<file path="src/rtl/core/bertlv_pkg.sv">
// shared types and constants for the ber tlv stream decoder
// no dependencies; imported by every module of the block
`timescale 1ns / 1ps

package bertlv_pkg;

  localparam int MAX_LENGTH_BYTES = 4;

  // result queue sizing: one request can push two results
  localparam int QUEUE_DEPTH = 4;
  localparam int QPTR_W      = $clog2(QUEUE_DEPTH);
  localparam int QCNT_W      = $clog2(QUEUE_DEPTH + 1);

  localparam logic [1:0] CLASS_UNIVERSAL = 2'd0;
  localparam logic [4:0] TAG_BOOLEAN     = 5'd1;
  localparam logic [4:0] TAG_INTEGER     = 5'd2;
  localparam logic [4:0] TAG_ENUMERATED  = 5'd10;

  typedef enum logic [1:0] {
    PH_IDENT,
    PH_LEN1,
    PH_LENLONG,
    PH_CONTENT
  } phase_t;

  typedef enum logic [1:0] {
    KIND_HEADER,
    KIND_CONTENT,
    KIND_INT,
    KIND_ERROR
  } kind_t;

  typedef struct packed {
    kind_t       kind;
    logic [1:0]  tag_class;
    logic [4:0]  tag_number;
    logic        constructed;
    logic [31:0] content_length;
    logic [7:0]  content_byte;
    logic [31:0] int_value;
    logic        last_content;
  } result_t;

  typedef struct packed {
    logic [1:0] push_cnt;
    logic       pop;
  } queue_ctl_t;

  typedef struct packed {
    logic room2;
    logic not_empty;
  } queue_sts_t;

endpackage

</file>
<file path="src/rtl/core/ber_tlv_stream_decoder_top.sv">
// top level of the ber tlv stream decoder: byte parser and result queue
// depends on bertlv_pkg and bertlv_res_queue
`timescale 1ns / 1ps

// Takes one BER byte per cycle while in_stall is low, updating the parser
// state in the same cycle; the results it causes (none, one or two) land
// in a four-entry result queue in the cycle after the request, and leave
// it one per cycle while out_stall is low. With the output side free the
// block sustains one byte per cycle; a byte that ends in two results (a
// header followed by an empty integer value, or a header or content byte
// followed by a truncation error) fills two queue entries. in_stall rises
// when the queue has fewer than two free entries. Tag and length fields of
// every result reflect the parser state after the byte that caused it.
module ber_tlv_stream_decoder_top (
  input  logic        clk,
  input  logic        rst_n,
  input  logic        in_valid,
  output logic        in_stall,
  input  logic [7:0]  in_data_byte,
  input  logic        in_stream_end,
  output logic        out_valid,
  input  logic        out_stall,
  output logic [1:0]  out_kind,
  output logic [1:0]  out_tag_class,
  output logic [4:0]  out_tag_number,
  output logic        out_constructed,
  output logic [31:0] out_content_length,
  output logic [7:0]  out_content_byte,
  output logic [31:0] out_int_value,
  output logic        out_last_content
);
  import bertlv_pkg::*;

  phase_t      phase_r, phase_nxt;
  logic [7:0]  ident_byte_r, ident_byte_nxt;
  logic [2:0]  len_left_r, len_left_nxt;
  logic [31:0] length_accum_r, length_accum_nxt;
  logic [31:0] content_left_r, content_left_nxt;
  logic [31:0] value_accum_r, value_accum_nxt;
  logic        integer_mode_r, integer_mode_nxt;

  logic        accept;
  logic        len_done;
  logic [6:0]  len_count;
  logic        prim_v;
  kind_t       prim_kind;
  logic [7:0]  prim_byte;
  logic [31:0] prim_ival;
  logic        prim_last;
  logic        sec_v;
  kind_t       sec_kind;
  logic        sec_last;
  result_t     prim_res;
  result_t     sec_res;
  result_t     head;
  queue_ctl_t  q_ctl;
  queue_sts_t  q_sts;

  assign accept    = in_valid & ~in_stall;
  assign len_count = in_data_byte[6:0];

  always_comb begin
    phase_nxt        = phase_r;
    ident_byte_nxt   = ident_byte_r;
    len_left_nxt     = len_left_r;
    length_accum_nxt = length_accum_r;
    content_left_nxt = content_left_r;
    value_accum_nxt  = value_accum_r;
    integer_mode_nxt = integer_mode_r;
    len_done  = 1'b0;
    prim_v    = 1'b0;
    prim_kind = KIND_HEADER;
    prim_byte = 8'd0;
    prim_ival = 32'd0;
    prim_last = 1'b0;
    sec_v     = 1'b0;
    sec_kind  = KIND_ERROR;
    sec_last  = 1'b0;

    if (accept) begin
      case (phase_r)
        PH_LEN1: begin
          if (!in_data_byte[7]) begin
            length_accum_nxt = {24'd0, in_data_byte};
            len_done         = 1'b1;
          end else begin
            length_accum_nxt = 32'd0;
            if (len_count == 7'd0) begin
              // indefinite form reads as length zero
              len_done = 1'b1;
            end else if (len_count > 7'(MAX_LENGTH_BYTES)) begin
              prim_v    = 1'b1;
              prim_kind = KIND_ERROR;
              phase_nxt = PH_IDENT;
            end else begin
              len_left_nxt = len_count[2:0];
              phase_nxt    = PH_LENLONG;
            end
          end
        end
        PH_LENLONG: begin
          length_accum_nxt = {length_accum_r[23:0], in_data_byte};
          len_left_nxt     = len_left_r - 3'd1;
          len_done         = (len_left_nxt == 3'd0);
        end
        PH_CONTENT: begin
          content_left_nxt = content_left_r - 32'd1;
          if (integer_mode_r) begin
            value_accum_nxt = {value_accum_r[23:0], in_data_byte};
            if (content_left_nxt == 32'd0) begin
              prim_v    = 1'b1;
              prim_kind = KIND_INT;
              prim_ival = value_accum_nxt;
              prim_last = 1'b1;
            end
          end else begin
            prim_v    = 1'b1;
            prim_kind = KIND_CONTENT;
            prim_byte = in_data_byte;
            prim_last = (content_left_nxt == 32'd0);
          end
          if (content_left_nxt == 32'd0) begin
            integer_mode_nxt = 1'b0;
            phase_nxt        = PH_IDENT;
          end
        end
        default: begin
          ident_byte_nxt   = in_data_byte;
          length_accum_nxt = 32'd0;
          len_left_nxt     = 3'd0;
          content_left_nxt = 32'd0;
          value_accum_nxt  = 32'd0;
          integer_mode_nxt = 1'b0;
          phase_nxt        = PH_LEN1;
        end
      endcase

      // length complete: header out, then pick contents handling
      if (len_done) begin
        prim_v          = 1'b1;
        prim_kind       = KIND_HEADER;
        len_left_nxt    = 3'd0;
        value_accum_nxt = 32'd0;
        if (ident_byte_r[5]) begin
          integer_mode_nxt = 1'b0;
          phase_nxt        = PH_IDENT;
        end else begin
          integer_mode_nxt = (ident_byte_r[7:6] == CLASS_UNIVERSAL) &&
                             (ident_byte_r[4:0] == TAG_BOOLEAN ||
                              ident_byte_r[4:0] == TAG_INTEGER ||
                              ident_byte_r[4:0] == TAG_ENUMERATED);
          if (length_accum_nxt == 32'd0) begin
            // empty integer still reports a zero value
            if (integer_mode_nxt) begin
              sec_v    = 1'b1;
              sec_kind = KIND_INT;
              sec_last = 1'b1;
            end
            integer_mode_nxt = 1'b0;
            phase_nxt        = PH_IDENT;
          end else begin
            content_left_nxt = length_accum_nxt;
            phase_nxt        = PH_CONTENT;
          end
        end
      end

      // stream ends inside an element
      if (in_stream_end && phase_nxt != PH_IDENT) begin
        sec_v            = 1'b1;
        sec_kind         = KIND_ERROR;
        sec_last         = 1'b0;
        phase_nxt        = PH_IDENT;
        len_left_nxt     = 3'd0;
        content_left_nxt = 32'd0;
        value_accum_nxt  = 32'd0;
        integer_mode_nxt = 1'b0;
      end
    end
  end

  always_ff @(posedge clk) begin
    if (!rst_n) begin
      phase_r        <= PH_IDENT;
      ident_byte_r   <= 8'd0;
      len_left_r     <= 3'd0;
      length_accum_r <= 32'd0;
      content_left_r <= 32'd0;
      value_accum_r  <= 32'd0;
      integer_mode_r <= 1'b0;
    end else begin
      phase_r        <= phase_nxt;
      ident_byte_r   <= ident_byte_nxt;
      len_left_r     <= len_left_nxt;
      length_accum_r <= length_accum_nxt;
      content_left_r <= content_left_nxt;
      value_accum_r  <= value_accum_nxt;
      integer_mode_r <= integer_mode_nxt;
    end
  end

  // all results of one request share the post-update tag and length
  always_comb begin
    prim_res.kind           = prim_kind;
    prim_res.tag_class      = ident_byte_nxt[7:6];
    prim_res.tag_number     = ident_byte_nxt[4:0];
    prim_res.constructed    = ident_byte_nxt[5];
    prim_res.content_length = length_accum_nxt;
    prim_res.content_byte   = prim_byte;
    prim_res.int_value      = prim_ival;
    prim_res.last_content   = prim_last;

    sec_res              = prim_res;
    sec_res.kind         = sec_kind;
    sec_res.content_byte = 8'd0;
    sec_res.int_value    = 32'd0;
    sec_res.last_content = sec_last;
  end

  assign q_ctl.push_cnt = {1'b0, prim_v} + {1'b0, sec_v};
  assign q_ctl.pop      = out_valid & ~out_stall;

  bertlv_res_queue u_res_queue (
    .clk   (clk),
    .rst_n (rst_n),
    .ctl   (q_ctl),
    .wr0   (prim_v ? prim_res : sec_res),
    .wr1   (sec_res),
    .sts   (q_sts),
    .head  (head)
  );

  assign in_stall           = ~q_sts.room2;
  assign out_valid          = q_sts.not_empty;
  assign out_kind           = head.kind;
  assign out_tag_class      = head.tag_class;
  assign out_tag_number     = head.tag_number;
  assign out_constructed    = head.constructed;
  assign out_content_length = head.content_length;
  assign out_content_byte   = head.content_byte;
  assign out_int_value      = head.int_value;
  assign out_last_content   = head.last_content;

`ifndef SYNTHESIS
  a_ident_to_len1: assert property (@(posedge clk) disable iff (!rst_n)
    accept && phase_r == PH_IDENT && !in_stream_end |=> phase_r == PH_LEN1)
    else $error("identifier byte did not move parser to length phase");

  a_len_left_idle: assert property (@(posedge clk) disable iff (!rst_n)
    phase_r != PH_LENLONG |-> len_left_r == 3'd0)
    else $error("length byte count live outside long length phase");

  a_int_mode_content: assert property (@(posedge clk) disable iff (!rst_n)
    integer_mode_r |-> phase_r == PH_CONTENT)
    else $error("integer mode set outside content phase");

  a_content_nonzero: assert property (@(posedge clk) disable iff (!rst_n)
    phase_r == PH_CONTENT |-> content_left_r != 32'd0)
    else $error("content phase with nothing left");
`endif

endmodule

</file>
<file path="src/rtl/core/bertlv_res_queue.sv">
// small result queue: takes up to two results per cycle, hands out one
// depends on bertlv_pkg
`timescale 1ns / 1ps

module bertlv_res_queue (
  input  logic                   clk,
  input  logic                   rst_n,
  input  bertlv_pkg::queue_ctl_t ctl,
  input  bertlv_pkg::result_t    wr0,
  input  bertlv_pkg::result_t    wr1,
  output bertlv_pkg::queue_sts_t sts,
  output bertlv_pkg::result_t    head
);
  import bertlv_pkg::*;

  result_t             mem_r [QUEUE_DEPTH];
  logic [QPTR_W-1:0]   wr_ptr_r;
  logic [QPTR_W-1:0]   rd_ptr_r;
  logic [QCNT_W-1:0]   count_r;
  logic [QPTR_W-1:0]   wr_ptr_nxt;
  logic [QPTR_W-1:0]   rd_ptr_nxt;
  logic [QCNT_W-1:0]   count_nxt;

  always_comb begin
    wr_ptr_nxt = wr_ptr_r + QPTR_W'(ctl.push_cnt);
    rd_ptr_nxt = rd_ptr_r + QPTR_W'(ctl.pop);
    count_nxt  = count_r + QCNT_W'(ctl.push_cnt) - QCNT_W'(ctl.pop);
  end

  always_ff @(posedge clk) begin
    if (!rst_n) begin
      wr_ptr_r <= '0;
      rd_ptr_r <= '0;
      count_r  <= '0;
    end else begin
      wr_ptr_r <= wr_ptr_nxt;
      rd_ptr_r <= rd_ptr_nxt;
      count_r  <= count_nxt;
    end
  end

  always_ff @(posedge clk) begin
    if (ctl.push_cnt != 2'd0) begin
      mem_r[wr_ptr_r] <= wr0;
    end
    if (ctl.push_cnt == 2'd2) begin
      mem_r[wr_ptr_r + QPTR_W'(1)] <= wr1;
    end
  end

  assign head          = mem_r[rd_ptr_r];
  assign sts.not_empty = (count_r != '0);
  assign sts.room2     = (count_r <= QCNT_W'(QUEUE_DEPTH - 2));

endmodule
</file>
<file path="config.mk">
export PLATFORM = sky130hd
export DESIGN_NAME = ber_tlv_stream_decoder_top
export DESIGN_NICKNAME = d
export VERILOG_FILES = /design/src/rtl/core/bertlv_pkg.sv /design/src/rtl/core/ber_tlv_stream_decoder_top.sv /design/src/rtl/core/bertlv_res_queue.sv
export SDC_FILE = /design/constraint.sdc
export NUM_CORES = 1
export LEC_CHECK = 0
export BUFFER_PORTS_ARGS = -buffer_cell sky130_fd_sc_hd__buf_2
export CAP_MARGIN = 20
export CORE_MARGIN = 3
export CORE_UTILIZATION = 45
export DETAILED_ROUTE_END_ITERATION = 16
export PLACE_DENSITY = 0.66
export SKIP_LAST_GASP = 1
export SLEW_MARGIN = 20
export SYNTH_ARGS = -nofsm -noshare
export SYNTH_HDL_FRONTEND = slang
export SYNTH_HIERARCHICAL = 1
export SYNTH_SLANG_ARGS = --single-unit
</file>
<file path="constraint.sdc">
create_clock -name clk -period 25 [get_ports clk]
set_input_delay 5 -clock clk [delete_from_list [all_inputs] [get_ports clk]]
set_output_delay 5 -clock clk [all_outputs]
set_load 0.05 [all_outputs]
</file>
==> impl_metrics.ini <==
[finish]
fin_cells = 2638
fillerInstances = 4369
nets = 1954
synthToLayoutAreaGrowth_pct = 12.87
drive_gt1_frac = 0.1986

[grt]
grt_util_all_layers = 0.2193
grt_pass1_vias = 15010
antenna_found_initial = 3
grt_pass1_wl_um = 90920
grt_max_degree = 90
grt-ovfl-total = 0

[routing]
drtPass1Iterations = 7
drt_iter0_markers = 1284
wirelength_um = 59550
drc = 0
wl_per_cell_um = 22.57
dr_total_vias = 15190
via_per_inst = 5.757
detail-route-antenna-nets = 0

[clocking]
postCtsHoldBufs = 0
path_clk_slew_ps = 60
htreeDepth = 2
ctsResizeCount = 0
clock_latency_ps = 580
cts_setup_buffers = 0
cts_tree = done
ctsLongestPathBuffers = 3
numCtsBuffers = 47
cts-root-buf = clkbuf_16
clock_sinks = 441

[logic_synthesis]
yosysTopAreaCell = edfxtp_1
async_flop_share = 0
ys_types = 77
synth_area_sq_um = 23170
synth_edf_count = 332
yosys_warnings = 6
synth-main-ff-cell = edfxtp_1
ys_top_cells_by_area = edfxtp_1, mux2_1, dfxtp_1
synth_top_area_share = 0.4302
synth_seq_cells = 441
synth.avg_cell_area_sq_um = 13.44
ys_seq_area_frac = 0.5244
netlist_instances = 1724

[worst_setup_path]
r2r_cells = 15
start_kind = primary input
critPathRequiredTime_ps = 25200
critPathMaxStageDelay_ps = 810
cp_max_fo = 46
ff2ff_setup_slack_ps = 17810
path_delay_family = simple AND/OR/NAND/NOR gates
reg2reg_to = u_res_queue/mem_r[2][48]
cp.arrival_ps = 10110
slowest_stage = and4bb_4
critPathCaptureType = flip-flop
path_buf_inv = 4
path_cells = buf_2 > o32ai_1 > a21oi_1 > nor4_1 > nand3_1 > nor4_1 > inv_1 > o21ai_0 > ha_1 > and4bb_4 > o21bai_4 > buf_4 > buf_4
rr_startpoint = phase_r[1]
crit_type = in2reg

[sta]
worst_pin_slew_ps = 1053
setup_viol_count_final = 0
period_needed_ps = 9916
maxSlewHeadroom = 0.2978
fmax_mhz = 100.8
rsz0062_at_grt = false
hold_viol_final = 0
setup_tns_ps = 0
final_max_slew_viol_count = 0
fin_crit_sh = 0.3966
clock_skew_ps = 24.32

[power_and_ir_drop]
peakVddDrop_mv = 0.05445
power_frac_clock = 0.308
powerDensity_nw_per_um2 = 85.42
leakage_uw = 0.009929
power_frac_seq = 0.393
power.switching_uw = 792.8
p_int_uw = 1441
pwr-share-comb = 0.299
netSwitchingFraction = 0.3548

[placed_design]
hpwl_um = 37840
place_congestion = 0.9291
io_buffers = 97
place_inst = 2547

[die]
fp.dieH_um = 232.9
start_util = 0.4591
die_w_um = 232.9
ios = 98
core-area_sq_um = 50480
die-area_sq_um = 54250
rows = 82

[min_path]
hold_start = len_left_r[2]
hold-path-endpoint = len_left_r[2]
worstHoldPathType = reg2reg
holdPathStages = 2

[run_status]
status = finished clean

[run]
maxCapViolCount = 0
-- how the worst max path moves through the flow --
stage / from / to / slack, ps / depth (start not counted)
6_report: in_data_byte[6] / u_res_queue/mem_r[2][48] / 15080 / 13
5_1_grt: in_data_byte[6] / u_res_queue/mem_r[2][45] / 14780 / 13
4_1_cts: in_data_byte[6] / u_res_queue/mem_r[2][45] / 15190 / 13
3_5_place_dp: in_data_byte[6] / u_res_queue/mem_r[2][46] / 14600 / 13
3_3_place_gp: in_data_byte[6] / u_res_queue/mem_r[2][46] / 14800 / 14
2_1_floorplan: in_data_byte[2] / u_res_queue/mem_r[0][0] / 11200 / 13
-- cell usage in the layout (no fill, tap or decap), types with 6 or more instances in the layout --
master | synthesis | layout
clkinv_2 | 0 | 8
mux2_2 | 93 | 93
a32o_1 | 26 | 26
and2_1 | 87 | 86
a311oi_1 | 6 | 6
mux4_2 | 83 | 83
mux2i_1 | 20 | 20
a221oi_1 | 7 | 7
a211oi_1 | 25 | 25
nor3_1 | 17 | 17
a31oi_1 | 14 | 14
dfxtp_1 | 109 | 107
nor2_1 | 87 | 85
edfxtp_1 | 332 | 332
and3_1 | 9 | 9
buf_2 | 33 | 97
nor4_1 | 23 | 23
a21oi_1 | 34 | 34
inv_1 | 26 | 26
a22oi_1 | 35 | 35
nand4_1 | 8 | 8
buf_4 | 3 | 25
or3_1 | 10 | 10
mux2_1 | 258 | 258
conb_1 | 2 | 164
clkbuf_16 | 0 | 47
nand3_1 | 24 | 24
clkinv_1 | 0 | 8
o31ai_1 | 8 | 8
clkbuf_1 | 60 | 14
o21ai_0 | 42 | 41
nand2_1 | 89 | 89
ha_1 | 15 | 13
or4_1 | 12 | 12
-- kinds of logic (layout without fill, tap and decap cells) --
kind of cell	after synthesis	after routing	share of synthesized area
AOI/OAI and AO/OA	247	247	0.07651
buffers and inverters	159	237	0.03580
muxes	454	454	0.2599
DFF	441	441	0.5244
adders and majority gates	16	16	0.008963
other	2	166	0.0003241
xor gates and xnor gates	9	9	0.004590
and+or+nand+nor	396	396	0.08953
-- synth_stat cells, types with 6 or more instances --
| library cell | n |
|---|---|
| buf_1 | 13 |
| nand2_1 | 89 |
| edfxtp_1 | 332 |
| o21ai_0 | 42 |
| a21oi_1 | 34 |
| and3_1 | 9 |
| buf_2 | 33 |
| a221oi_1 | 7 |
| nand4_1 | 8 |
| nor4_1 | 23 |
| buf_6 | 24 |
| nor2_1 | 87 |
| a311oi_1 | 6 |
| mux2_1 | 258 |
| clkbuf_1 | 60 |
| nand3_1 | 24 |
| or3_1 | 10 |
| nor3_1 | 17 |
| o31ai_1 | 8 |
| ha_1 | 15 |
| a32o_1 | 26 |
| a22oi_1 | 35 |
| and2_1 | 87 |
| a211oi_1 | 25 |
| inv_1 | 26 |
| or4_1 | 12 |
| mux4_2 | 83 |
| mux2_2 | 93 |
| mux2i_1 | 20 |
| a31oi_1 | 14 |
| dfxtp_1 | 109 |
-- final cells by class --
class / instances / area, sq um / area share
Multi-Input combinational cell: 1286 / 10860 / 0.4152
Clock inverter: 23 / 216.5 / 0.008276
Tap cell: 672 / 840.8 / 0.03215
Clock buffer: 65 / 1284 / 0.04908
Sequential cell: 441 / 12160 / 0.4649
Timing Repair Buffer: 123 / 693.2 / 0.02650
Inverter: 26 / 97.59 / 0.003731
Antenna cell: 2 / 5.005 / 0.0001914
-- layer usage --
layer  part of all wire  track usage  wire, um
met3              0.059      0.03832      3530
met1               0.43       0.2965     25480
met5                  0            0         0
met2               0.48       0.3578     28690
met4              0.031      0.07525      1845
-- stage by stage --
stage	power [uW]	setup slack [ps]	hold WS, ps	utilization	instance area, sq um
CTS	2250	15190	471.5	0.5176	26130
detailed placement	1560	14600	461.8	0.4879	24630
finish	2234	15080	472.9	0.5181	26160
global route	2323	14780	506.2	0.5181	26160
global placement	1555	14800	460.2	0.4879	24630
floorplan	1403	11200	434.9	-	23780
-- flip-flops by register name, summed over array words and instances, names as in the netlist, 2 cells and up --
signal and count:
content_left_r 32, ident_byte_r 8, len_left_r 3, length_accum_r 32, phase_r 2, u_res_queue/count_r 3, u_res_queue/mem_r 332, u_res_queue/rd_ptr_r 2
u_res_queue/wr_ptr_r 2, value_accum_r 24
-- tightest hold or removal path, stage by stage, from the launching register on --
cell	delay, ps
dfxtp_1	330
inv_1	60
o2bb2ai_1	50
-- power by group through the flow --
stage / sequential, uW / clock (uW) / combinational [uW]
floorplan: 871 / 0 / 532
global placement: 901 / 0 / 654
detailed placement: 904 / 0 / 657
CTS: 888 / 702 / 659
global route: 885 / 731 / 707
finish: 878 / 689 / 667
No activity file was read; power rests on OpenSTA's default activity.
